[config.mk]
export PLATFORM = sky130hd
export DESIGN_NAME = vn_sq_lane
export DESIGN_NICKNAME = d
export VERILOG_FILES = /design/src/rtl/vn_pkg.sv /design/src/rtl/vn_sq_lane.sv
export SDC_FILE = /design/constraint.sdc
export NUM_CORES = 1
export LEC_CHECK = 0
export BUFFER_PORTS_ARGS = -buffer_cell sky130_fd_sc_hd__buf_4
export CAP_MARGIN = 10
export CORE_MARGIN = 5
export CORE_UTILIZATION = 30
export DETAILED_ROUTE_END_ITERATION = 10
export GPL_ROUTABILITY_DRIVEN = 0
export PLACE_DENSITY_LB_ADDON = 0.12
export SLEW_MARGIN = 20
export SYNTH_ARGS = -nofsm -noshare
export SYNTH_HDL_FRONTEND = slang
export SYNTH_SLANG_ARGS = --single-unit
[constraint.sdc]
create_clock -name clk -period 20.8 [get_ports clk]
set_input_delay 1.04 -clock clk [delete_from_list [all_inputs] [get_ports clk]]
set_output_delay 1.04 -clock clk [all_outputs]
set_load 0.03 [all_outputs]
[src/rtl/vn_pkg.sv]
// vector normalize package: widths, stage counts and side-band structs
// shared by the interfaces and every module of the vector3_normalize block
// depends on nothing
package vn_pkg;

  localparam int COMPONENT_WIDTH    = 16;
  localparam int UNIT_FRACTION_BITS = 14;

  localparam int LANES  = 3;
  localparam int OUT_W  = 16;
  localparam int EPS_W  = 16;

  // magnitude of a component fits its own width (most negative value included)
  localparam int MAG_W  = COMPONENT_WIDTH;
  localparam int SQ_W   = 2 * COMPONENT_WIDTH - 1;
  localparam int SUM_W  = 2 * COMPONENT_WIDTH;
  localparam int ROOT_W = COMPONENT_WIDTH;
  localparam int RREM_W = ROOT_W + 2;
  localparam int DREM_W = ROOT_W + 1;
  localparam int QUO_W  = UNIT_FRACTION_BITS + 1;
  localparam int QX_W   = QUO_W + OUT_W;
  localparam int CMP_W  = (ROOT_W > EPS_W) ? ROOT_W : EPS_W;

  // travels with the sum of squares through the root pipeline
  typedef struct packed {
    logic                        vld;
    logic [LANES-1:0]            neg;
    logic [LANES-1:0][MAG_W-1:0] mag;
  } vn_vtag_t;

  // travels beside the divider lanes
  typedef struct packed {
    logic              vld;
    logic              norm;
    logic [ROOT_W-1:0] len;
  } vn_dtag_t;

endpackage

[src/rtl/vn_sq_lane.sv]
// one component lane: sign split, magnitude and registered square
// depends on vn_pkg
module vn_sq_lane (
  input  logic                             clk,
  input  logic                             en,
  input  logic signed [vn_pkg::MAG_W-1:0]  comp_i,
  output logic        [vn_pkg::MAG_W-1:0]  mag_r,
  output logic                             neg_r,
  output logic        [vn_pkg::SQ_W-1:0]   sq_r
);

  logic [vn_pkg::MAG_W-1:0]   comp_u;
  logic [vn_pkg::MAG_W-1:0]   mag_nxt;
  logic                       neg_nxt;
  logic [2*vn_pkg::MAG_W-1:0] prod;

  assign comp_u  = comp_i;
  assign neg_nxt = comp_u[vn_pkg::MAG_W-1];
  assign mag_nxt = neg_nxt ? (~comp_u + vn_pkg::MAG_W'(1)) : comp_u;
  assign prod    = mag_nxt * mag_nxt;

  always_ff @(posedge clk) begin
    if (en) begin
      mag_r <= mag_nxt;
      neg_r <= neg_nxt;
      sq_r  <= prod[vn_pkg::SQ_W-1:0];
    end
  end

endmodule

==> summary.txt <==
Routing
  • Vias: 6079
  • Final wirelength: 22100 µm
  • Post-route antenna net violation count: 0
  • DRT iter0 DRCs: around 180
  • DR DRC count: 0
  • Drt first pass iters: 4
  • Wire length per cell: about 16 µm
  • Vias per inst: approximately 4.5

STA
  • Finish-stage setup viols: 0
  • RSZ-0062 raised after global routing: no
  • Final Max Slew Viols: 0
  • Min cycle time layout: 8.99 ns
  • Period utilisation layout: 43.2%
  • Fin. Hold Viols: 0
  • Measured slew at the worst slew-check pin: 1.09 ns
  • Slew headroom: between 20% and 30%
  • Setup TNS: 0 ns
  • FMAX: around 110 MHz

GRT
  • Initial antenna violation count: 0
  • Global-route wire length before repair: 35700 µm
  • Total GRT Usage: 13.9%
  • GR peak layer: met2
  • GRT met3 Usage: 2.13%
  • Met2 usage: 26.1%
  • Vias in the first global route: 6692
  • Routing usage on met1: 16.9%
  • Largest net degree at the start of global routing: 47
  • GRT overflow: 0

Layout
  • Final cell count without fillers: 1343
  • Final nets: 1234
  • Most frequent cells in the layout: inv_1 (214), fa_1 (163), ha_1 (95), nand2_1 (79), buf_4 (70)
  • Most common cell after layout, fill and taps aside: inv_1
  • Layout cell share with drive strength beyond 1: a little over a tenth
  • Design Area, Final: 0.00986 mm²
  • Antenna cells: 0
  • Number of fill cells in the layout: 2990
  • Area Growth Syn to Fin: 12.7%

Yosys
  • Avg Inst Size Synth: 9.84 µm²
  • Register area share after synthesis: 15.8%
  • Synth async-reset ratio: 0%
  • #FFs+latches synth: 46
  • EDFF count, synth: 46
  • Post-Synthesis Cell Area: 0.00875 mm²
  • Most used DFF post-synth: edfxtp_1
  • Unique masters post-synth: 56
  • Synth warnings: 0
  • Post-Syn Instances: 889

Critical path
  • Crit path kind: primary input to flip-flop
  • Crit-path max FO: 16
  • Worst EP required: 20.85 ns
  • CP Launch Type: primary input
  • Crit path DAT: a little over 9 ns
  • Crit. End Element: flip-flop

Worst hold path
  • Hold depth: 1
  • Min-delay src: comp_i[0]
  • Worst Hold Endpoint: mag_r[0]
  • Worst Hold Class: primary input to flip-flop

CTS
  • CTS tree: built
  • Clock slew at reported path FFs: 0.09 ns
  • CTS H-tree depth: 2
  • CTS root buffer: clkbuf_16
  • Cts hold-fix bufs: 0
  • Clock Sinks: 46
  • CTS buffer count: 5
  • Post-CTS Setup Repair Bufs: 0
  • Clk buf depth: 2
  • # resized after CTS: 0

Floorplanning
  • DIE AREA: between 0.03 and 0.04 mm²
  • Initial Util: a little under a third
  • Boundary Pins: 66
  • Floorplan row count: 62
  • Die width: 181 µm
  • Die span in y: roughly 180 µm
  • Total core area: 0.0288 mm²

Placed design
  • Placed cell count: 1335
  • Dpl cell area: 0.00972 mm²
  • IO buf count: 64
  • Detailed placement HPWL: 18500 µm

Status
  • Status: complete, no violations

Job
  • Max-cap viol count: 0
==> cells in the mapped netlist (5+ instances only) <==
cell | number | share of area, %
inv_1 | 214 | 9.2
fa_1 | 163 | 37
ha_1 | 95 | 14
nand2_1 | 79 | 3.4
nor2_1 | 62 | 2.7
edfxtp_1 | 46 | 16
a21oi_1 | 30 | 1.7
xnor2_1 | 28 | 2.8
o21ai_0 | 23 | 1.3
xor2_1 | 14 | 1.4
clkbuf_1 | 13 | 0.56
a21o_1 | 11 | 0.94
nor3_1 | 9 | 0.51
a211oi_1 | 7 | 0.60
inv_2 | 7 | 0.30
nand2_2 | 7 | 0.50
nor2b_1 | 7 | 0.50
and3_1 | 6 | 0.43
nand3_1 | 5 | 0.29
==> routing by layer <==
metal | wire length, µm | vias to the layer above
met5 | 0 | -
met4 | 238 | 0
met3 | 671 | 13
met2 | 12100 | 69
met1 | 9040 | 3112
li1 | - | 2885
==> final cells by class <==
type                       instances  area [µm²]  area share, %
sequential                        46        1380           14.0
inverter                         226         851           8.63
timing repair buffer              70         526           5.33
multi-input combinational        609        6480           65.7
clock inverter                     2        13.8          0.140
clock buffer                       6         129           1.31
tap                              384         480           4.87
==> sequential cells by signal (all words and copies together), names as in the netlist <==
name and flops:
mag_r 16, sq_r 29, neg_r 1
==> worst max-delay path by stage <==
stage                     cells past startpoint       from       end
after floorplan                              27  comp_i[0]  sq_r[28]
after global placement                       26  comp_i[0]  sq_r[28]
after detailed placement                     26  comp_i[0]  sq_r[28]
after CTS                                    26  comp_i[0]  sq_r[28]
after global routing                         26  comp_i[0]  sq_r[28]
final                                        26  comp_i[0]  sq_r[28]
==> per-stage QoR <==
stage	hold WS [ns]	worst slack (ns)	util (%)
3_3_place_gp	1.27	11.46	33.7
6_report	0.954	11.81	34.3
2_1_floorplan	1.14	13.03	-
5_1_grt	0.946	11.33	34.3
3_5_place_dp	1.28	11.48	33.8
4_1_cts	0.937	11.78	34.3
==> worst max-delay path, cell delays in order <==
cell      delay [ns]
buf_4           0.12
inv_1           0.26
ha_1            0.41
nand2_2         0.14
o21ai_0         0.12
xnor2_1         0.87
clkinv_1        0.64
nor2_1          0.37
fa_1            0.43
inv_1           0.08
fa_1            0.40
inv_1           0.09
fa_1            0.42
fa_1            0.52
fa_1            0.54
inv_1           0.05
fa_1            0.53
inv_1           0.04
ha_1            0.42
a21oi_1         0.13
o21ai_0         0.27
nor3_1          0.07
o21ai_0         0.21
nand4_1         0.28
and2_1          0.26
a311o_1         0.32
==> cell families (layout without fill, tap and decap cells) <==
kind of cell | count (synthesis) | in the layout | share of synthesized area, %
buffers and inverters | 244 | 304 | 10.7
AO/OA/AOI/OAI | 98 | 98 | 7.51
other | 2 | 12 | 0.0858
multiplexers | 1 | 1 | 0.114
AND/OR/NAND/NOR | 195 | 195 | 10.1
flip-flops | 46 | 46 | 15.8
adder cells (fa/ha/maj) | 258 | 258 | 50.9
XOR/XNOR | 45 | 45 | 4.89
Power is left out: the tool's default activity adds up to more than one toggle a clock period on the data nets, which glitch-free logic cannot reach.
