`config.mk`:
```
export PLATFORM = sky130hd
export DESIGN_NAME = vn_sqrt_pipe
export DESIGN_NICKNAME = d
export VERILOG_FILES = /design/src/rtl/vn_pkg.sv /design/src/rtl/vn_sqrt_pipe.sv
export SDC_FILE = /design/constraint.sdc
export NUM_CORES = 2
export LEC_CHECK = 0
export BUFFER_PORTS_ARGS = -buffer_cell sky130_fd_sc_hd__buf_4
export CORE_ASPECT_RATIO = 0.6
export CORE_MARGIN = 2
export CORE_UTILIZATION = 24
export DETAILED_ROUTE_END_ITERATION = 10
export GPL_TIMING_DRIVEN = 0
export PLACE_DENSITY = 0.35
export SYNTH_ARGS = -nofsm -noshare
export SYNTH_HDL_FRONTEND = slang
export SYNTH_SLANG_ARGS = --single-unit
export TNS_END_PERCENT = 10
```
`constraint.sdc`:
```
create_clock -name clk -period 29.7 [get_ports clk]
set_input_delay 2.97 -clock clk [delete_from_list [all_inputs] [get_ports clk]]
set_output_delay 2.97 -clock clk [all_outputs]
set_load 0.005 [all_outputs]
```
`src/rtl/vn_pkg.sv`:
```
// vector normalize package: widths, stage counts and side-band structs
// shared by the interfaces and every module of the vector3_normalize block
// depends on nothing
package vn_pkg;

  localparam int COMPONENT_WIDTH    = 16;
  localparam int UNIT_FRACTION_BITS = 14;

  localparam int LANES  = 3;
  localparam int OUT_W  = 16;
  localparam int EPS_W  = 16;

  // magnitude of a component fits its own width (most negative value included)
  localparam int MAG_W  = COMPONENT_WIDTH;
  localparam int SQ_W   = 2 * COMPONENT_WIDTH - 1;
  localparam int SUM_W  = 2 * COMPONENT_WIDTH;
  localparam int ROOT_W = COMPONENT_WIDTH;
  localparam int RREM_W = ROOT_W + 2;
  localparam int DREM_W = ROOT_W + 1;
  localparam int QUO_W  = UNIT_FRACTION_BITS + 1;
  localparam int QX_W   = QUO_W + OUT_W;
  localparam int CMP_W  = (ROOT_W > EPS_W) ? ROOT_W : EPS_W;

  // travels with the sum of squares through the root pipeline
  typedef struct packed {
    logic                        vld;
    logic [LANES-1:0]            neg;
    logic [LANES-1:0][MAG_W-1:0] mag;
  } vn_vtag_t;

  // travels beside the divider lanes
  typedef struct packed {
    logic              vld;
    logic              norm;
    logic [ROOT_W-1:0] len;
  } vn_dtag_t;

endpackage

```
`src/rtl/vn_sqrt_pipe.sv`:
```
// sum of squares then floor square root, one root bit per pipeline stage
// depends on vn_pkg
module vn_sqrt_pipe (
  input  logic                                           clk,
  input  logic                                           rst_n,
  input  logic                                           en,
  input  vn_pkg::vn_vtag_t                               tag_i,
  input  logic [vn_pkg::LANES-1:0][vn_pkg::SQ_W-1:0]     sq_i,
  output vn_pkg::vn_vtag_t                               tag_o,
  output logic [vn_pkg::ROOT_W-1:0]                      root_o
);

  logic [vn_pkg::SUM_W-1:0] sum_nxt;
  logic [vn_pkg::SUM_W-1:0] sum_r;
  vn_pkg::vn_vtag_t         stag_r;

  logic [vn_pkg::SUM_W-1:0]  rad_r    [vn_pkg::ROOT_W];
  logic [vn_pkg::RREM_W-1:0] rem_r    [vn_pkg::ROOT_W];
  logic [vn_pkg::ROOT_W-1:0] root_r   [vn_pkg::ROOT_W];
  vn_pkg::vn_vtag_t          tag_r    [vn_pkg::ROOT_W];
  logic [vn_pkg::SUM_W-1:0]  rad_nxt  [vn_pkg::ROOT_W];
  logic [vn_pkg::RREM_W-1:0] rem_nxt  [vn_pkg::ROOT_W];
  logic [vn_pkg::ROOT_W-1:0] root_nxt [vn_pkg::ROOT_W];
  vn_pkg::vn_vtag_t          tag_nxt  [vn_pkg::ROOT_W];

  assign sum_nxt = vn_pkg::SUM_W'(sq_i[0]) + vn_pkg::SUM_W'(sq_i[1])
                 + vn_pkg::SUM_W'(sq_i[2]);

  always_ff @(posedge clk) begin
    if (!rst_n) begin
      stag_r <= '0;
    end else if (en) begin
      stag_r <= tag_i;
    end
  end

  always_ff @(posedge clk) begin
    if (en) begin
      sum_r <= sum_nxt;
    end
  end

  // each stage brings down two radicand bits and tries root*4+1
  always_comb begin
    logic [vn_pkg::SUM_W-1:0]  rad_p;
    logic [vn_pkg::RREM_W-1:0] rem_p;
    logic [vn_pkg::ROOT_W-1:0] root_p;
    logic [vn_pkg::RREM_W-1:0] shifted;
    logic [vn_pkg::RREM_W-1:0] trial;
    logic                      ge;
    for (int s = 0; s < vn_pkg::ROOT_W; s++) begin
      if (s == 0) begin
        rad_p      = sum_r;
        rem_p      = '0;
        root_p     = '0;
        tag_nxt[s] = stag_r;
      end else begin
        rad_p      = rad_r[s-1];
        rem_p      = rem_r[s-1];
        root_p     = root_r[s-1];
        tag_nxt[s] = tag_r[s-1];
      end
      shifted     = {rem_p[vn_pkg::RREM_W-3:0], rad_p[vn_pkg::SUM_W-1-2*s -: 2]};
      trial       = {root_p, 2'b01};
      ge          = (shifted >= trial);
      rem_nxt[s]  = ge ? (shifted - trial) : shifted;
      root_nxt[s] = {root_p[vn_pkg::ROOT_W-2:0], ge};
      rad_nxt[s]  = rad_p;
    end
  end

  always_ff @(posedge clk) begin
    if (!rst_n) begin
      for (int s = 0; s < vn_pkg::ROOT_W; s++) begin
        tag_r[s] <= '0;
      end
    end else if (en) begin
      for (int s = 0; s < vn_pkg::ROOT_W; s++) begin
        tag_r[s] <= tag_nxt[s];
      end
    end
  end

  always_ff @(posedge clk) begin
    if (en) begin
      for (int s = 0; s < vn_pkg::ROOT_W; s++) begin
        rad_r[s]  <= rad_nxt[s];
        rem_r[s]  <= rem_nxt[s];
        root_r[s] <= root_nxt[s];
      end
    end
  end

  assign tag_o  = tag_r[vn_pkg::ROOT_W-1];
  assign root_o = root_r[vn_pkg::ROOT_W-1];

endmodule

```
==> impl_results.md <==
- # fillers: 26.5k
- CP endpoint kind: flop
- CTS H-tree depth: 4
- Fin Clk Skew: 0.0542 ns
- Area growth from synthesis to layout: 18.5%
- Layout cells sized above 1: 10.5%
- Slew Viols, Final: 0
- Dpl cell area: 70000 um2
- Fin cells: 8377
- Commonest cells in the synthesized netlist: 1464 x edfxtp_1, 532 x and3_1, 325 x and2_1
- Count of different cell masters after synthesis: 85
- Endpoints failing setup: 0
- Final period utilization: 23.6%
- Ranking of synthesized cells by area: edfxtp_1 69%, and3_1 5.3%, ha_1 3.6%, and2_1 3.2%, dfxtp_1 1.6%
- Root Buffer: clkbuf_16
- Drt wl/cell: 15.8 um
- DP Wirelength: 93.0 mm
- EDFF count, synth: 1464
- Unrepaired setup endpoints after global routing: false
- Drt first pass iters: 5
- Gr ovfl total: 0
- Hold_ws: 0.397 ns
- Critical path origin: en
- Largest net degree at the start of global routing: 120
- CTS tree: built
- Setup Fix Bufs, Post-CTS: 0
- Final WL: 133 mm
- Max cap viols: 0
- R2R Setup Slk: 25.99 ns
- Cell total after placement: 8086
- Clock-pin transition on the worst setup and hold timing paths: 0.06 ns
- CP top delay family: buffers and inverters
- Max Fclk: 142 MHz
- Worst setup SP type: primary input
- RR Endpoint: rem_r[1][101]
- Synthesis-stage register bit count: 1516
- FF-to-FF Start: rad_r[1][132]
- Initial drt markers: 2120
- Post-CTS sizing: 0
- CP max-delay cell: nand2b_4
- Core box area: 263000 um2
- Critical path cell sequence: buf_8 > buf_16 > clkbuf_1 > buf_2 > clkbuf_1 > nand2b_4 > buf_16 > buf_16 > buf_16 > buf_16
- Vias: 33.0k
- Avg Inst Size Synth: 14.7 um2
- Placer Congestion: 0.763
- Ys async rst share: 0%
- CTS Sinks: 1516
- Setup TNS: 0 ns
- Initial antenna violation count: 5
- CTS Buf Count: 166
- Syn_nets: 4661
- Ys flop type: edfxtp_1
- DRC viols: 0
- Worst min-delay path category: flop to flop
- Max transition margin: 24.7%
- First-pass GRT wire length: 207 mm
- CP Buf/Inv Count: 9
- GRT Total Usage: 9.83%
- Final net count: 5064
- Setup CP Type: primary input to flop
- Power per cell area: 70.3 nW/um2
- Yosys warns: 0
- Multi-input logic area: 16900 um2
- Drt via density: 3.94
- Worst-skew pair later-pin latency: 0.82 ns
- Crit path DAT: 7.52 ns
- Post-Syn Area: 63400 um2
- Chip width: 667 um
- IO Pins: 216
- Vias in the first global route: 34.0k
- VDD IR max: 0.0366 mV
- Crit. path cell count: 10
- FF+latch area: 45000 um2
- Critical path endpoint: tag_r[0][14]
- Die ar.: 268000 um2
- Die height: 402 um
- Lkg Pwr: 30.0 nW
- # rows: 146
- Post-synth top area cell: edfxtp_1
- Mapped Cells: 4299
- Crit path required time: 30.20 ns
- Final core area utilization: 28.5%
- Cell mode on critical path: buf_16
- Initial Utilization: 24.1%
- Least-Margin Pin Slew: 1.13 ns
- Final hold viol count: 0
- Fin crit period: 7.02 ns
- Seq/Total Area, Yosys: 71.0%
- Worst Path Max Fanout: 113
- Final instance area: 75100 um2
- Clk buf depth: 4
- CTS Hold Buffers Added: 0
- Detail Route Antenna Nets: 0
- Slowest stage delay, CP: 0.68 ns
- PortBufs: 214
- Area share of the largest cell type after synthesis: 69.4%
- Worst r2r path cells: 10
- Top-count cell post-synth: edfxtp_1
- Status: complete, no violations
-- how the worst min path moves through the flow --
stage / startpoint / to / depth (start not counted)
after CTS: rad_r[0][17] / rad_r[0][49] / 0
final: rad_r[0][17] / rad_r[0][49] / 0
after detailed placement: rad_r[0][164] / rad_r[0][196] / 0
after global placement: rad_r[0][1] / rad_r[0][33] / 0
after global routing: rad_r[0][17] / rad_r[0][49] / 0
after floorplan: sum_r[0] / rad_r[0][0] / 0
-- state kept, by name, summed over array words and instances, names as in the netlist --
name,count
tag_r,832
rad_r,240
rem_r,224
root_r,136
stag_r,52
sum_r,32
-- final cells by class --
| class | instances | share of cell area (%) |
|---|---|---|
| clock buffer | 218 | 5.82 |
| buffer | 196 | 1.02 |
| clock inverter | 70 | 0.913 |
| tap | 3552 | 5.92 |
| timing repair buffer | 235 | 2.91 |
| multi-input combinational | 2393 | 22.5 |
| antenna | 3 | 0.0100 |
| inverter | 194 | 0.970 |
| sequential | 1516 | 60.0 |
-- placed cells by master (no fill, tap or decap), types with 21 or more instances in the layout --
| cell | count |
|---|---|
| nand3_1 | 26 |
| inv_1 | 192 |
| nor3_1 | 43 |
| o21ai_0 | 100 |
| nor2b_1 | 71 |
| xnor2_1 | 110 |
| xor2_1 | 81 |
| and3_1 | 532 |
| mux2i_1 | 60 |
| buf_4 | 215 |
| a21oi_1 | 126 |
| dfxtp_1 | 52 |
| clkinv_2 | 21 |
| nand2_1 | 132 |
| a21o_1 | 52 |
| clkinv_1 | 29 |
| edfxtp_1 | 1464 |
| fa_1 | 32 |
| o21a_1 | 33 |
| or3_1 | 23 |
| nor2_1 | 138 |
| and2_1 | 325 |
| ha_1 | 182 |
| nand2b_1 | 31 |
| nand4_1 | 21 |
| clkbuf_16 | 166 |
| clkbuf_1 | 228 |
| o21ai_1 | 22 |
-- through the flow --
stage | power (mW) | setup slack, ns
6_report | 5.28 | 22.68
4_1_cts | 5.39 | 22.50
2_1_floorplan | 3.16 | 4.78
5_1_grt | 5.56 | 22.21
3_5_place_dp | 3.35 | 21.59
3_3_place_gp | 3.43 | -11.91
-- layer usage --
| metal | global-route usage [%] | wire length, um | vias to the layer above |
|---|---|---|---|
| li1 | - | - | 16700 |
| met1 | 16.3 | 75700 | 15700 |
| met2 | 12.5 | 48700 | 448 |
| met3 | 1.90 | 5130 | 214 |
| met4 | 2.72 | 3200 | 0 |
| met5 | 0 | 0 | - |
-- power breakdown --
group | leakage, nW | switching, mW | internal [mW]
registers | 15.7 | 0.0920 | 2.59
logic | 11.8 | 0.345 | 0.264
clock network | 2.47 | 0.841 | 1.14
total | 30.0 | 1.28 | 4.00
-- logic make-up (layout without fill, tap and decap cells) --
kind of cell	count (synthesis)	after routing	share of synthesized area, %
DFF	1516	1516	71.0
buffers and inverters	390	913	2.35
other	1	4	0.00592
xor gates and xnor gates	191	191	2.64
adders and majority gates	214	214	4.61
and+or+nand+nor	1409	1409	12.9
muxes	102	102	1.74
AOI/OAI and AO/OA	476	476	4.76
No activity file was read; power rests on OpenSTA's default activity.
