### src/rtl/vn_pkg.sv
// vector normalize package: widths, stage counts and side-band structs
// shared by the interfaces and every module of the vector3_normalize block
// depends on nothing
package vn_pkg;

  localparam int COMPONENT_WIDTH    = 16;
  localparam int UNIT_FRACTION_BITS = 14;

  localparam int LANES  = 3;
  localparam int OUT_W  = 16;
  localparam int EPS_W  = 16;

  // magnitude of a component fits its own width (most negative value included)
  localparam int MAG_W  = COMPONENT_WIDTH;
  localparam int SQ_W   = 2 * COMPONENT_WIDTH - 1;
  localparam int SUM_W  = 2 * COMPONENT_WIDTH;
  localparam int ROOT_W = COMPONENT_WIDTH;
  localparam int RREM_W = ROOT_W + 2;
  localparam int DREM_W = ROOT_W + 1;
  localparam int QUO_W  = UNIT_FRACTION_BITS + 1;
  localparam int QX_W   = QUO_W + OUT_W;
  localparam int CMP_W  = (ROOT_W > EPS_W) ? ROOT_W : EPS_W;

  // travels with the sum of squares through the root pipeline
  typedef struct packed {
    logic                        vld;
    logic [LANES-1:0]            neg;
    logic [LANES-1:0][MAG_W-1:0] mag;
  } vn_vtag_t;

  // travels beside the divider lanes
  typedef struct packed {
    logic              vld;
    logic              norm;
    logic [ROOT_W-1:0] len;
  } vn_dtag_t;

endpackage

### src/rtl/vn_out_if.sv
// result channel of the vector normalize block: unit vector and length per beat
// depends on vn_pkg
interface vn_out_if;
  logic                           valid;
  logic                           ready;
  logic signed [vn_pkg::OUT_W-1:0] x_unit;
  logic signed [vn_pkg::OUT_W-1:0] y_unit;
  logic signed [vn_pkg::OUT_W-1:0] z_unit;
  logic        [vn_pkg::OUT_W-1:0] vec_length;
  logic                           normalized;

  modport source (output valid, x_unit, y_unit, z_unit, vec_length, normalized,
                  input ready);
  modport sink   (input valid, x_unit, y_unit, z_unit, vec_length, normalized,
                  output ready);
endinterface

### src/rtl/vn_out_stage.sv
// merge of the divider lanes into one result beat, output register and skid
// depends on vn_pkg and vn_out_if
module vn_out_stage (
  input  logic                                        clk,
  input  logic                                        rst_n,
  input  logic [vn_pkg::LANES-1:0][vn_pkg::QUO_W-1:0] quo_i,
  input  logic [vn_pkg::LANES-1:0]                    neg_i,
  input  vn_pkg::vn_dtag_t                            dtag_i,
  output logic                                        pipe_ready,
  vn_out_if.source                                    out_bus
);

  typedef struct packed {
    logic [vn_pkg::LANES-1:0][vn_pkg::OUT_W-1:0] unit;
    logic [vn_pkg::OUT_W-1:0]                    len;
    logic                                        norm;
  } vn_result_t;

  vn_result_t res;
  vn_result_t out_dat_r, out_dat_nxt;
  vn_result_t skid_dat_r, skid_dat_nxt;
  logic       out_vld_r, out_vld_nxt;
  logic       skid_vld_r, skid_vld_nxt;
  logic       take;
  logic       pop;

  always_comb begin
    logic [vn_pkg::QX_W-1:0]            qx;
    logic [vn_pkg::ROOT_W+vn_pkg::OUT_W-1:0] lx;
    for (int i = 0; i < vn_pkg::LANES; i++) begin
      qx = {{vn_pkg::OUT_W{1'b0}}, quo_i[i]};
      if (neg_i[i]) begin
        qx = ~qx + vn_pkg::QX_W'(1);
      end
      res.unit[i] = dtag_i.norm ? qx[vn_pkg::OUT_W-1:0] : '0;
    end
    lx       = {{vn_pkg::OUT_W{1'b0}}, dtag_i.len};
    res.len  = lx[vn_pkg::OUT_W-1:0];
    res.norm = dtag_i.norm;
  end

  assign pipe_ready = !skid_vld_r;
  assign take       = dtag_i.vld && pipe_ready;
  assign pop        = out_vld_r && out_bus.ready;

  always_comb begin
    out_vld_nxt  = out_vld_r;
    out_dat_nxt  = out_dat_r;
    skid_vld_nxt = skid_vld_r;
    skid_dat_nxt = skid_dat_r;
    if (take) begin
      if (!out_vld_r || pop) begin
        out_vld_nxt = 1'b1;
        out_dat_nxt = res;
      end else begin
        skid_vld_nxt = 1'b1;
        skid_dat_nxt = res;
      end
    end else if (pop) begin
      if (skid_vld_r) begin
        out_dat_nxt  = skid_dat_r;
        skid_vld_nxt = 1'b0;
      end else begin
        out_vld_nxt = 1'b0;
      end
    end
  end

  always_ff @(posedge clk) begin
    if (!rst_n) begin
      out_vld_r  <= 1'b0;
      skid_vld_r <= 1'b0;
    end else begin
      out_vld_r  <= out_vld_nxt;
      skid_vld_r <= skid_vld_nxt;
    end
  end

  always_ff @(posedge clk) begin
    out_dat_r  <= out_dat_nxt;
    skid_dat_r <= skid_dat_nxt;
  end

  assign out_bus.valid      = out_vld_r;
  assign out_bus.x_unit     = out_dat_r.unit[0];
  assign out_bus.y_unit     = out_dat_r.unit[1];
  assign out_bus.z_unit     = out_dat_r.unit[2];
  assign out_bus.vec_length = out_dat_r.len;
  assign out_bus.normalized = out_dat_r.norm;

  // skid only ever holds the beat behind a waiting output beat
  a_skid_behind_out: assert property (@(posedge clk) disable iff (!rst_n)
    skid_vld_r |-> out_vld_r)
    else $error("skid holds a beat while output register is empty");

  a_stall_fills_skid: assert property (@(posedge clk) disable iff (!rst_n)
    take && out_vld_r && !out_bus.ready |=> skid_vld_r)
    else $error("beat taken during output stall was not parked");

  a_skid_drains: assert property (@(posedge clk) disable iff (!rst_n)
    skid_vld_r && out_bus.ready |=> !skid_vld_r && out_vld_r)
    else $error("skid beat did not move to output register");

  a_zero_unless_norm: assert property (@(posedge clk) disable iff (!rst_n)
    out_vld_r && !out_dat_r.norm |->
      out_dat_r.unit[0] == '0 && out_dat_r.unit[1] == '0 && out_dat_r.unit[2] == '0)
    else $error("unit components nonzero on an unnormalized beat");

endmodule

### src/flat_wrapper.sv
// flat-port wrapper written by rule: the top's interface ports become plain ports
module vn_out_stage_flat 
  (clk, rst_n, quo_i, neg_i, dtag_i, pipe_ready, out_bus_valid, out_bus_x_unit, out_bus_y_unit, out_bus_z_unit, out_bus_vec_length, out_bus_normalized, out_bus_ready);
  vn_out_if out_bus_i ();
  input  logic clk;
  input  logic rst_n;
  input  logic [vn_pkg::LANES-1:0][vn_pkg::QUO_W-1:0] quo_i;
  input  logic [vn_pkg::LANES-1:0] neg_i;
  input  vn_pkg::vn_dtag_t dtag_i;
  output logic pipe_ready;
  output wire logic [$bits(out_bus_i.valid)-1:0] out_bus_valid;
  output wire logic [$bits(out_bus_i.x_unit)-1:0] out_bus_x_unit;
  output wire logic [$bits(out_bus_i.y_unit)-1:0] out_bus_y_unit;
  output wire logic [$bits(out_bus_i.z_unit)-1:0] out_bus_z_unit;
  output wire logic [$bits(out_bus_i.vec_length)-1:0] out_bus_vec_length;
  output wire logic [$bits(out_bus_i.normalized)-1:0] out_bus_normalized;
  input wire logic [$bits(out_bus_i.ready)-1:0] out_bus_ready;
  assign out_bus_valid = out_bus_i.valid;
  assign out_bus_x_unit = out_bus_i.x_unit;
  assign out_bus_y_unit = out_bus_i.y_unit;
  assign out_bus_z_unit = out_bus_i.z_unit;
  assign out_bus_vec_length = out_bus_i.vec_length;
  assign out_bus_normalized = out_bus_i.normalized;
  assign out_bus_i.ready = out_bus_ready;
  vn_out_stage u_core (.clk(clk), .rst_n(rst_n), .quo_i(quo_i), .neg_i(neg_i), .dtag_i(dtag_i), .pipe_ready(pipe_ready), .out_bus(out_bus_i));
endmodule
### config.mk
export PLATFORM = sky130hd
export DESIGN_NAME = vn_out_stage_flat
export DESIGN_NICKNAME = d
export VERILOG_FILES = /design/src/rtl/vn_pkg.sv /design/src/rtl/vn_out_if.sv /design/src/rtl/vn_out_stage.sv /design/src/flat_wrapper.sv
export SDC_FILE = /design/constraint.sdc
export NUM_CORES = 1
export LEC_CHECK = 0
export BUFFER_PORTS_ARGS = -buffer_cell sky130_fd_sc_hd__buf_2
export CELL_PAD_IN_SITES_DETAIL_PLACEMENT = 0
export CELL_PAD_IN_SITES_GLOBAL_PLACEMENT = 1
export CORE_MARGIN = 10
export CORE_UTILIZATION = 40
export DETAILED_ROUTE_END_ITERATION = 10
export MAX_ROUTING_LAYER = met4
export PLACE_DENSITY_LB_ADDON = 0.1
export SKIP_LAST_GASP = 1
export SYNTH_ARGS = -nofsm -noshare
export SYNTH_HDL_FRONTEND = slang
export SYNTH_SLANG_ARGS = --single-unit
### constraint.sdc
create_clock -name clk -period 15.3 [get_ports clk]
set_clock_uncertainty 0.1 [all_clocks]
set_input_delay 0.765 -clock clk [delete_from_list [all_inputs] [get_ports clk]]
set_output_delay 0.765 -clock clk [all_outputs]
set_load 0.01 [all_outputs]
==> impl_metrics.json <==
{
  "syn_area_um2": 5920,
  "ys_seq_area_share_pct": 66.6,
  "synth_flop_cell": "edfxtp_1",
  "final_cell_mix": "buf_2 (135), edfxtp_1 (130), nand2_1 (96)",
  "fmax_mhz": 348,
  "status": "completed",
  "die-area_um2": 20100,
  "grt_antenna_before_repair": 0,
  "grt_first_pass_wirelength_um": 22600,
  "grt_max_degree": 53,
  "ioPinCount": 136,
  "gr-usage-all-layers_pct": 14.7,
  "max_cap_violations": 0,
  "grt_use_met2_pct": 22.3,
  "htreeDepth": 4,
  "leakage_uw": 0.00290,
  "finalCritPeriodShare_pct": 18.8,
  "fp-row-count": 44,
  "layout_commonest_cell": "buf_2",
  "cts_setup_buffers": 0,
  "peakVddDrop_v": 0.0000723,
  "place.gp.congestion": 0.811,
  "gr-usage-met3_pct": 4.11,
  "min_path_type": "reg -> reg",
  "dpl_worst_slack_ns": 11.90,
  "place_hpwl_um": 9630,
  "cp_max_fo": 46,
  "rsz0062_at_grt": "false",
  "hold_viol": 0,
  "required_ns": 15.25,
  "endpoint_kind": "register",
  "start_util_pct": 40.7,
  "max_slew_margin_pct": 26.4,
  "hold_buffers": 0,
  "finalWorstSetupSlack_ns": 12.43,
  "cts_tree": "yes",
  "tns_ns": 0,
  "synth.ff_latch_count": 132,
  "netlist.area_leader.share_pct": 65.9,
  "synth-warning-count": 0,
  "vias": 4025,
  "setup_viol_count_final": 0,
  "syn_inst": 467,
  "slew_viol_final": 0,
  "synth.avg_cell_area_um2": 12.7,
  "worst_setup_hold_path_clk_slew_ns": 0.06,
  "die_w_um": 142,
  "clock_sinks": 132,
  "ant_nets": 0,
  "r2r_slack_ns": 12.53,
  "power_density_nw_per_um2": 127,
  "grt_pass1_vias": 4103,
  "cts_max_path_buffers": 2,
  "drt-total-wl_um": 14500,
  "grt-busiest-layer": "met2",
  "fp.dieH_um": 142,
  "post-route-drc-count": 0,
  "path_class": "in -> reg",
  "ctsResizeCount": 0,
  "fin_nets": 677,
  "synth_edf_count": 130,
  "grtUsageMet1_pct": 18.4,
  "place_area_um2": 6800,
  "synth_cell_types": 31,
  "cp.arrival_ns": 2.82,
  "fp.coreArea_um2": 14500,
  "first_iter_violations": 239,
  "n_antenna_cell": 0,
  "numCtsBuffers": 17,
  "worst_pin_slew_ns": 1.10,
  "syn2layout_area_growth_pct": 24.8,
  "period_needed_ns": 2.87,
  "wire_per_inst_um": 18.0,
  "clock_latency_ns": 0.41,
  "dr.pass1.iters": 4,
  "cts.root.buffer_cell": "clkbuf_16",
  "port_buffers": 135,
  "async_reset_ff_share_pct": 0,
  "design_area_um2": 7390,
  "yosys-top-cells-area": "edfxtp_1 (66%), nand2_1 (6.1%), xor2_1 (4.4%)",
  "synth_top_area_cell": "edfxtp_1",
  "drive_above_1_share_pct": 30.6,
  "syn-num-nets": 539,
  "critPathLaunchType": "input pin",
  "gr-total-overflow": 0,
  "via_per_inst": 5.02
}
report_power, final:
| part | internal, uW | leakage [uW] | switching [uW] |
|---|---|---|---|
| registers | 425 | 0.00125 | 6.77 |
| clock network | 254 | 0.000281 | 151 |
| logic | 38.0 | 0.00137 | 61.5 |
final cells by class:
type	instances	area, um^2
tap	184	230
inverter	8	30.0
timing repair buffer	138	698
multi-input combinational	308	1900
clock inverter	15	165
fill	1348	7140
sequential	132	3940
clock buffer	17	425
metal layers:
metal,share of wire [%],vias to the layer above
met5,0,-
met4,1.4,0
met3,4.6,18
met2,47,101
met1,47,1947
li1,-,1959
through the flow:
step	instances	utilization (%)	total power [uW]	hold slack [ns]
2_1_floorplan	467	-	494	0.391
3_3_place_gp	770	46.8	540	0.395
3_5_place_dp	770	46.8	541	0.403
4_1_cts	802	50.9	946	0.418
5_1_grt	802	50.9	974	0.424
6_report	802	50.9	936	0.415
critical path, cell delays in order:
cell and delay, ns:
buf_2 0.11, nor2b_4 0.13, buf_4 0.40, a21oi_1 0.13
a21oi_4 0.61, buf_4 0.65
cells in the mapped netlist, types with 3 or more instances:
| library cell | instances |
|---|---|
| a21boi_0 | 4 |
| a21oi_1 | 3 |
| a22o_1 | 3 |
| and2_1 | 13 |
| buf_1 | 3 |
| clkbuf_1 | 16 |
| edfxtp_1 | 130 |
| ha_1 | 3 |
| inv_1 | 8 |
| mux2_2 | 15 |
| mux2i_1 | 3 |
| nand2_1 | 97 |
| nand3_1 | 5 |
| nor2_1 | 7 |
| nor2b_1 | 37 |
| nor4_1 | 5 |
| o21ai_0 | 41 |
| o31ai_1 | 13 |
| o41ai_1 | 4 |
| or4_1 | 7 |
| xnor2_1 | 9 |
| xor2_1 | 30 |
cells by family after synthesis:
logic type	after synthesis	synth area share, %
buf+inv	27	1.71
compound gates	69	7.08
mux	19	3.61
flops	132	66.6
fa+ha+maj	3	0.634
simple gates	178	14.6
xor+xnor	39	5.77
sequential cells by signal, summed over array words and instances (netlist names):
register and count:
u_core.skid_dat_r 65, u_core.out_bus.y_unit 16, u_core.out_bus.normalized 1, u_core.out_bus.valid 1, u_core.skid_vld_r 1, u_core.out_bus.z_unit 16, u_core.out_bus.x_unit 16, u_core.out_bus.vec_length 16
final timing paths:
kind	from	end	cells past startpoint
worst max-delay path	dtag_i[17]	u_core.out_bus.vec_length[5]	6
worst min-delay path	u_core.skid_dat_r[10]	u_core.out_bus.vec_length[9]	2
worst max register to register	u_core.skid_vld_r	u_core.out_bus.vec_length[5]	5
worst min register to register	u_core.skid_dat_r[10]	u_core.out_bus.vec_length[9]	2
Note: power is estimated with default switching activity, not from simulation.
