--- src/rtl/vn_pkg.sv ---
// vector normalize package: widths, stage counts and side-band structs
// shared by the interfaces and every module of the vector3_normalize block
// depends on nothing
package vn_pkg;

  localparam int COMPONENT_WIDTH    = 16;
  localparam int UNIT_FRACTION_BITS = 14;

  localparam int LANES  = 3;
  localparam int OUT_W  = 16;
  localparam int EPS_W  = 16;

  // magnitude of a component fits its own width (most negative value included)
  localparam int MAG_W  = COMPONENT_WIDTH;
  localparam int SQ_W   = 2 * COMPONENT_WIDTH - 1;
  localparam int SUM_W  = 2 * COMPONENT_WIDTH;
  localparam int ROOT_W = COMPONENT_WIDTH;
  localparam int RREM_W = ROOT_W + 2;
  localparam int DREM_W = ROOT_W + 1;
  localparam int QUO_W  = UNIT_FRACTION_BITS + 1;
  localparam int QX_W   = QUO_W + OUT_W;
  localparam int CMP_W  = (ROOT_W > EPS_W) ? ROOT_W : EPS_W;

  // travels with the sum of squares through the root pipeline
  typedef struct packed {
    logic                        vld;
    logic [LANES-1:0]            neg;
    logic [LANES-1:0][MAG_W-1:0] mag;
  } vn_vtag_t;

  // travels beside the divider lanes
  typedef struct packed {
    logic              vld;
    logic              norm;
    logic [ROOT_W-1:0] len;
  } vn_dtag_t;

endpackage

--- src/rtl/vn_div_lane.sv ---
// one divider lane: magnitude / length, one quotient bit per stage
// depends on vn_pkg; magnitude never exceeds the length when normalizing
module vn_div_lane (
  input  logic                             clk,
  input  logic                             en,
  input  logic [vn_pkg::MAG_W-1:0]         mag_i,
  input  logic                             neg_i,
  input  logic [vn_pkg::ROOT_W-1:0]        len_i,
  output logic [vn_pkg::QUO_W-1:0]         quo_o,
  output logic                             neg_o
);

  logic [vn_pkg::ROOT_W-1:0] rem_r    [vn_pkg::QUO_W];
  logic [vn_pkg::QUO_W-1:0]  quo_r    [vn_pkg::QUO_W];
  logic [vn_pkg::ROOT_W-1:0] len_r    [vn_pkg::QUO_W];
  logic                      neg_r    [vn_pkg::QUO_W];
  logic [vn_pkg::ROOT_W-1:0] rem_nxt  [vn_pkg::QUO_W];
  logic [vn_pkg::QUO_W-1:0]  quo_nxt  [vn_pkg::QUO_W];
  logic [vn_pkg::ROOT_W-1:0] len_nxt  [vn_pkg::QUO_W];
  logic                      neg_nxt  [vn_pkg::QUO_W];

  // first stage yields the integer bit, later stages the fraction bits
  always_comb begin
    logic [vn_pkg::DREM_W-1:0] part;
    logic [vn_pkg::DREM_W-1:0] diff;
    logic [vn_pkg::QUO_W-1:0]  quo_p;
    logic                      ge;
    for (int k = 0; k < vn_pkg::QUO_W; k++) begin
      if (k == 0) begin
        part       = {1'b0, mag_i};
        len_nxt[k] = len_i;
        quo_p      = '0;
        neg_nxt[k] = neg_i;
      end else begin
        part       = {rem_r[k-1], 1'b0};
        len_nxt[k] = len_r[k-1];
        quo_p      = quo_r[k-1];
        neg_nxt[k] = neg_r[k-1];
      end
      diff       = part - {1'b0, len_nxt[k]};
      ge         = (part >= {1'b0, len_nxt[k]});
      rem_nxt[k] = ge ? diff[vn_pkg::ROOT_W-1:0] : part[vn_pkg::ROOT_W-1:0];
      quo_nxt[k] = {quo_p[vn_pkg::QUO_W-2:0], ge};
    end
  end

  always_ff @(posedge clk) begin
    if (en) begin
      for (int k = 0; k < vn_pkg::QUO_W; k++) begin
        rem_r[k] <= rem_nxt[k];
        quo_r[k] <= quo_nxt[k];
        len_r[k] <= len_nxt[k];
        neg_r[k] <= neg_nxt[k];
      end
    end
  end

  assign quo_o = quo_r[vn_pkg::QUO_W-1];
  assign neg_o = neg_r[vn_pkg::QUO_W-1];

endmodule

--- config.mk ---
export PLATFORM = sky130hd
export DESIGN_NAME = vn_div_lane
export DESIGN_NICKNAME = d
export VERILOG_FILES = /design/src/rtl/vn_pkg.sv /design/src/rtl/vn_div_lane.sv
export SDC_FILE = /design/constraint.sdc
export NUM_CORES = 1
export LEC_CHECK = 0
export ABC_AREA = 1
export BUFFER_PORTS_ARGS = -buffer_cell sky130_fd_sc_hd__buf_2
export CAP_MARGIN = 30
export CELL_PAD_IN_SITES_DETAIL_PLACEMENT = 1
export CELL_PAD_IN_SITES_GLOBAL_PLACEMENT = 1
export CORE_ASPECT_RATIO = 0.7
export CORE_MARGIN = 2
export CORE_UTILIZATION = 40
export CTS_CLUSTER_SIZE = 12
export DETAILED_ROUTE_END_ITERATION = 16
export PLACE_DENSITY = 0.72
export SLEW_MARGIN = 20
export SYNTH_ARGS = -nofsm -noshare
export SYNTH_HDL_FRONTEND = slang
export SYNTH_SLANG_ARGS = --single-unit
--- constraint.sdc ---
create_clock -name clk -period 3.1 [get_ports clk]
set_clock_uncertainty 0.2 [all_clocks]
set_input_delay 0.465 -clock clk [delete_from_list [all_inputs] [get_ports clk]]
set_output_delay 0.465 -clock clk [all_outputs]
set_load 0.02 [all_outputs]
==> impl_metrics.yaml, run 1 <==
worst_setup_path:
  worstSetupPathType: "reg -> reg"
  critPathCapture: "rem_r[1][7]$_DFFE_PP_"
  crit_buf_inv: 2
  slowest_delay_ns: 0.48
  cp_slowest_cell: "edfxtp_1"
  crit_fanout: 18
  cp_data_required_time_ns: 3.27
  critPathLaunchType: "flop"
  r2r_slack_ns: 0.31
  timing.rr.start: "len_r[0][119]$_DFFE_PP_"
  cp_cell_sequence: "inv_1, ha_1, nand2_1, nor2_2, nand2_1, nor3_2, nor2_2, nand2_4, inv_4, nand2_1, nand2_1"
  crit_family: "simple AND/OR/NAND/NOR gates"
  crit_start: "len_r[0][119]$_DFFE_PP_"
  r2r_cells: 11
  worstSetupEndpointType: "flop"
  cp_num_cells: 11
  path_common_cell: "nand2_1"
  rr_endpoint: "rem_r[1][7]$_DFFE_PP_"
  crit_arrival_ns: 2.95
power_and_ir_drop:
  internal-power_uw: 21540
  switching_share_pct: 43.52
  powerDensity_nw_per_um2: 949.7
  p_clk_share_pct: 20.7
  ir_drop_uv: 446.4
  p_switching_uw: 16600
  combPwrFrac_pct: 45.6
  p_seq_share_pct: 33.7
  p_leak_uw: 0.01964
logic_synthesis:
  synth_nets: 4573
  seq_area_frac_synth_pct: 48.48
  syn_inst: 4285
  syn_avg_cell_area_um2: 8.428
  ys.flop_type: "edfxtp_1"
  synth_edf_count: 583
  synth_area_leaders: "edfxtp_1 (48%), nand2_1 (16%), ha_1 (8.3%), inv_1 (8.2%), nand3_1 (3.8%)"
  yosysTopAreaCellShare_pct: 48.48
  synth_most_common_cell: "nand2_1"
  synth_area_um2: 36110
  ys_warn_count: 0
  netlist_top_cells_count: "nand2_1 (1573), inv_1 (785), edfxtp_1 (583)"
  ys_ff_latch: 583
  ys_types: 38
  async_flop_share_pct: 0
  synth_top_area_cell: "edfxtp_1"
final_layout:
  fin_area_um2: 40160
  areaGrowthSynthToFinish_pct: 11.19
  layout-drive-gt1-share_pct: 7.409
  fill_cells: 10680
  nNetsFinal: 4701
  n_antenna_cell: 0
floorplanning:
  io_pins: 51
  coreArea_um2: 89790
  fp.dieW_um: 363.1
  die_h_um: 255.4
  dieArea_um2: 92740
  rows: 92
  start_util_pct: 40.22
clock_tree:
  clk_path_buf_depth: 3
  cts_resized: 0
  htreeDepth: 3
  clk_latency_ns: 0.65
  postCtsSetupBuffers: 0
  clockRootBuffer: "clkbuf_16"
  numCtsBuffers: 66
  clk_pin_slew_ns: 0.07
  postCtsHoldBufs: 32
  cts.sinks: 583
  cts_tree: "built"
sta:
  hold_violations: 0
  rsz0062_at_grt: "false"
  slew_violations: 0
  max_slew_margin_pct: 64.90
  fin_crit_ns: 2.785
  max_freq_ghz: 0.3590
  setup_violations: 0
  tightest_slew_ns: 0.5264
  post-route-period-util_pct: 89.85
  fin_setup_tns_ns: 0
grt:
  gr-usage-all-layers_pct: 22.72
  antenna_found_initial: 0
  grt_overflow: 0
  grt_pass1_wl_mm: 163.9
  grt_max_degree: 82
  grt_pass1_vias: 28430
route:
  finalWirelength_mm: 104.7
  dr.pass1.iters: 5
  via_per_inst: 5.001
  ant_nets: 0
  drt_iter0_markers: 2361
  vias: 28150
  wl_per_cell_um: 18.61
  drc: 0
placed_design:
  dp_hpwl_mm: 81.51
  place_area_um2: 37720
  routabilityCongestion: 0.8977
  numPortBuffers: 50
run:
  drv_cap: 0
outcome:
  outcome: "finished, final reports clean"
worst_hold_path:
  hp-class: "in -> reg"
  worst_hold_path.num_cells: 1
  hp-start: "en"
kinds of logic after synthesis:
logic type,after synthesis,synth area share (%)
adder cells (fa/ha/maj),253,9.056
AND/OR/NAND/NOR,2341,28.33
XOR/XNOR,96,2.328
AO/OA/AOI/OAI,166,2.352
buffers and inverters,846,9.458
flip-flops,583,48.48
cells in the final DEF (no fill, tap or decap), drive strengths merged, types with 44 or more instances in the layout:
cell / netlist / routed
nand2: 1621 / 1621
inv: 801 / 803
edfxtp: 583 / 583
nand3: 298 / 298
ha: 239 / 239
nor2: 221 / 221
a21oi: 142 / 142
clkbuf: 3 / 76
buf: 42 / 73
xor2: 67 / 67
nand4: 61 / 61
nand3b: 48 / 48
and2: 44 / 44
stage by stage:
step	utilization, %	worst slack [ns]	std cells	hold WS, ns	power, µW
after CTS	44.73	0.3626	5629	0.01052	38220
final	44.73	0.3145	5629	0.05725	38140
after detailed placement	42.01	0.3937	5488	0.2051	30010
after floorplan	-	0.7789	4285	0.2003	24650
after global placement	42.01	0.4632	5488	0.2005	29480
after global routing	44.73	0.1140	5629	0.01937	41020
layout make-up:
| type | count | area [µm²] | share of cell area (%) |
|---|---|---|---|
| multi-input combinational | 2856 | 15190 | 37.83 |
| clock inverter | 33 | 429.2 | 1.069 |
| clock buffer | 76 | 1689 | 4.206 |
| timing repair buffer | 105 | 840.8 | 2.094 |
| sequential | 583 | 17510 | 43.60 |
| tap | 1175 | 1470 | 3.661 |
| inverter | 801 | 3029 | 7.543 |
per-layer routing:
layer	global-route usage [%]	routed length (µm)	vias up
met5	0	0	-
met4	4.657	1812	0
met3	4.050	5713	105
met2	31.45	41480	552
met1	36.41	55720	13590
li1	-	-	13910
worst register-to-register path, stage by stage, from the launching register on:
cell and delay (ns):
edfxtp_1 0.48, inv_1 0.09, ha_1 0.37, nand2_1 0.23, nor2_2 0.25, nand2_1 0.09
nor3_2 0.13, nor2_2 0.07, nand2_4 0.22, inv_4 0.15, nand2_1 0.10, nand2_1 0.13
power by group through the flow:
| stage | Clock, µW | Sequential [µW] | Combinational (µW) |
|---|---|---|---|
| finish | 7880 | 12900 | 17400 |
| global route | 8340 | 13000 | 19700 |
| CTS | 8090 | 12800 | 17300 |
| detailed placement | 0 | 12900 | 17100 |
| global placement | 0 | 12900 | 16600 |
| floorplan | 0 | 12100 | 12600 |
flip-flops by register name (all words and copies together) (netlist names):
signal / count
len_r: 224
rem_r: 224
quo_r: 120
neg_r: 15
how the worst min path moves through the flow:
stage	slack [ns]	endpoint
floorplan	0.20	neg_r[0][1]$_DFFE_PP_
global placement	0.20	quo_r[0][92]$_DFFE_PP_
detailed placement	0.21	neg_r[1][3]$_DFFE_PP_
CTS	0.01	rem_r[0][1]$_DFFE_PP_
global route	0.02	rem_r[0][1]$_DFFE_PP_
finish	0.06	rem_r[1][63]$_DFFE_PP_
No activity file was read; power rests on OpenSTA's default activity.
==> run 2: changes to the inputs <==
Settings changed: ABC_AREA 1 to default, CORE_UTILIZATION 40 to 32, PLACE_DENSITY 0.72 to 0.58, SLEW_MARGIN 20 to default.
==> run 2 against run 1 <==
Total power rose by 2.2%; cell count decreased by 23%; largest cell class unchanged; synthesized cell count down 39%; first-iteration DRC count fell by 56%; hold slack better by 0.018 ns; worst setup slack got worse by 0.42 ns; critical path depth decreased by 1; the flow now finishes with violations (setup timing); die area rose by 8.7%.
==> impl_metrics.yaml, run 2 <==
logic_synthesis:
  yosysTopAreaCellShare_pct: 55.68
  synth_top_area_cell: "edfxtp_1"
  synth_most_common_cell: "edfxtp_1"
  syn_avg_cell_area_um2: 12.04
  synth_top_family_by_area: "compound AO/OA/AOI/OAI gates"
  ys_ff_latch: 583
  netlist_top_cells_count: "edfxtp_1 (583), inv_1 (302), ha_1 (239)"
  synth_nets: 2900
  ys_warn_count: 0
  synth_xor_area_share_pct: 3.788
  ys_types: 83
  synth_edf_count: 583
  synth_area_leaders: "edfxtp_1 (56%), ha_1 (9.5%), inv_1 (3.6%), mux2_2 (3.3%), xnor2_1 (2.4%)"
  ys.flop_type: "edfxtp_1"
  synth.area.mux_share_pct: 4.473
  syn_inst: 2612
  synth_adder_area_share_pct: 10.40
  async_flop_share_pct: 0
  seq_area_frac_synth_pct: 55.68
  synth_area_um2: 31440
  synth_compound_area_share_pct: 12.28
  yosys.area_share.simple_pct: 9.268
worst_setup_path:
  worstSetupPathType: "reg -> reg"
  timing.rr.start: "rem_r[1][53]$_DFFE_PP_"
  critPathLaunchType: "flop"
  cp_data_required_time_ns: 3.28
  crit_arrival_ns: 3.39
  slowest_delay_ns: 0.41
  worstSetupEndpointType: "flop"
  crit_family: "compound AO/OA/AOI/OAI gates"
  rr_endpoint: "rem_r[1][66]$_DFFE_PP_"
  cp_cell_sequence: "ha_1, a21oi_2, o21ai_1, or3_1, o2111ai_2, nand2_1, o2111ai_2, nand3_4, clkbuf_16, mux2_2"
  r2r_slack_ns: -0.10
  path_common_cell: "o2111ai_2"
  r2r_cells: 10
  crit_fanout: 8
  crit_buf_inv: 1
  cp_slowest_cell: "edfxtp_1"
placed_design:
  place_area_um2: 34860
  routabilityCongestion: 0.8509
  place_ws_ns: -0.3181
  dp_hpwl_mm: 56.36
  numPortBuffers: 50
route:
  dr.pass1.iters: 5
  vias: 21150
  drc: 0
  wl_per_cell_um: 17.74
  via_per_inst: 4.880
  finalWirelength_mm: 76.87
  drt_iter0_markers: 1042
  ant_nets: 0
floorplanning:
  io_pins: 51
  dieArea_um2: 100800
  rows: 96
  fp.dieW_um: 378.7
  start_util_pct: 32.20
  coreArea_um2: 97650
  die_h_um: 266.3
sta:
  post-route-period-util_pct: 103.3
  fin_ws_ns: -0.1034
  rsz0062_at_grt: "true"
  max_freq_ghz: 0.3122
  max_slew_margin_pct: 39.42
  setup_violations: 15
  hold_violations: 0
  slew_violations: 0
  fin_crit_ns: 3.203
  tightest_slew_ns: 0.9033
power_and_ir_drop:
  powerDensity_nw_per_um2: 1013
  ir_drop_uv: 574.9
  switching_share_pct: 35.89
  p_seq_share_pct: 32.9
  p_leak_uw: 0.01556
  p_clk_share_pct: 19.7
  combPwrFrac_pct: 47.4
  p_switching_uw: 13980
  internal-power_uw: 24980
run:
  drv_cap: 0
final_layout:
  layout-drive-gt1-share_pct: 20.83
  fin_area_um2: 38480
  layout_commonest_cell: "edfxtp_1"
  nNetsFinal: 3246
  fill_cells: 10450
  top_regs: "len_r x224, rem_r x224, quo_r x120"
  seq_area_um2: 17510
  areaGrowthSynthToFinish_pct: 22.39
  layout.cells.most_common_list: "edfxtp_1 (583), inv_1 (293), ha_1 (219)"
  multi_input_area_um2: 13440
worst_hold_path:
  hp-class: "in -> reg"
  min_delay_worst_endpoint: "rem_r[0][2]$_DFFE_PP_"
  hp-start: "mag_i[2]"
  worst_hold_path.num_cells: 3
clock_tree:
  clk_path_buf_depth: 3
  numCtsBuffers: 68
  cts.sinks: 583
  clk_pin_slew_ns: 0.06
  cts_tree: "built"
  clockRootBuffer: "clkbuf_16"
  clk_latency_ns: 0.63
  htreeDepth: 3
grt:
  grt_overflow: 0
  grt_pass1_vias: 22130
  grt_pass1_wl_mm: 121.5
  grt_max_degree: 70
  gr-usage-all-layers_pct: 15.07
  antenna_found_initial: 0
outcome:
  outcome: "finished with violations"
  violations: "setup timing"
[run 2: logic make-up (layout without fill, tap and decap cells)]
logic type	count (synthesis)	count (layout)
simple gates	597	597
flops	583	583
fa+ha+maj	253	253
compound gates	587	587
other cells	0	1
buf+inv	334	732
mux	122	122
xor+xnor	136	136
[run 2: worst max path at each step]
stage | depth (start not counted) | to | slack [ns] | from
floorplan | 11 | rem_r[1][78]$_DFFE_PP_ | 0.06 | len_r[1][49]$_DFFE_PP_
global placement | 13 | rem_r[0][15]$_DFFE_PP_ | -0.28 | len_i[2]
detailed placement | 12 | rem_r[0][15]$_DFFE_PP_ | -0.32 | len_i[1]
CTS | 12 | rem_r[1][85]$_DFFE_PP_ | -0.07 | len_r[1][65]$_DFFE_PP_
global route | 11 | rem_r[1][78]$_DFFE_PP_ | -0.23 | len_r[1][49]$_DFFE_PP_
finish | 10 | rem_r[1][66]$_DFFE_PP_ | -0.10 | rem_r[1][53]$_DFFE_PP_
[run 2: power by group through the flow]
stage,clock network [µW],logic (µW),registers (µW)
final,7680,18500,12800
after global routing,8270,20400,13000
after CTS,8010,16900,12800
after detailed placement,0,16500,12900
after global placement,0,15900,12900
after floorplan,0,11500,12300
[run 2: worst register-to-register path, stage by stage, from the launching register on]
cell and delay (ns):
edfxtp_1 0.41, ha_1 0.34, a21oi_2 0.19, o21ai_1 0.12, or3_1 0.36, o2111ai_2 0.25, nand2_1 0.13, o2111ai_2 0.28
nand3_4 0.15, clkbuf_16 0.24, mux2_2 0.27
[run 2: final cells by class]
cell class,count,area share [%]
Antenna cell,1,0.006503
Clock buffer,84,4.799
Clock inverter,38,0.6860
Inverter,304,2.985
Multi-Input combinational cell,1695,34.92
Sequential cell,583,45.49
Tap cell,1323,4.302
Timing Repair Buffer,305,6.782
Timing Repair inverter,1,0.02926
[run 2: routing by layer]
layer	up-vias	GRT usage [%]	wire, µm
met2	211	22.86	33720
met4	0	3.047	1133
met3	91	2.789	2367
met1	10520	22.31	39650
li1	10330	-	-
met5	-	0	0
[run 2: stage by stage]
stage	instances	util (%)	hold WS, ns	setup TNS (ns)	power, µW
after floorplan	2612	-	0.2003	0	23860
after global placement	4145	35.70	0.2012	-5.394	28770
after detailed placement	4145	35.70	0.2052	-11.97	29450
after CTS	4303	38.37	0.01736	-0.7494	37750
after global routing	4333	39.40	0.02432	-5.721	41690
final	4334	39.41	0.07533	-1.339	38960
[run 2: repair_timing]
action,4_1_cts,5_1_grt
gates resized for setup,36,148
endpoints found under the setup margin,120,195
gates cloned,1,6
endpoints found under the hold margin,29,0
hold buffers,29,0
pin swaps,5,33
buffers inserted,6,25
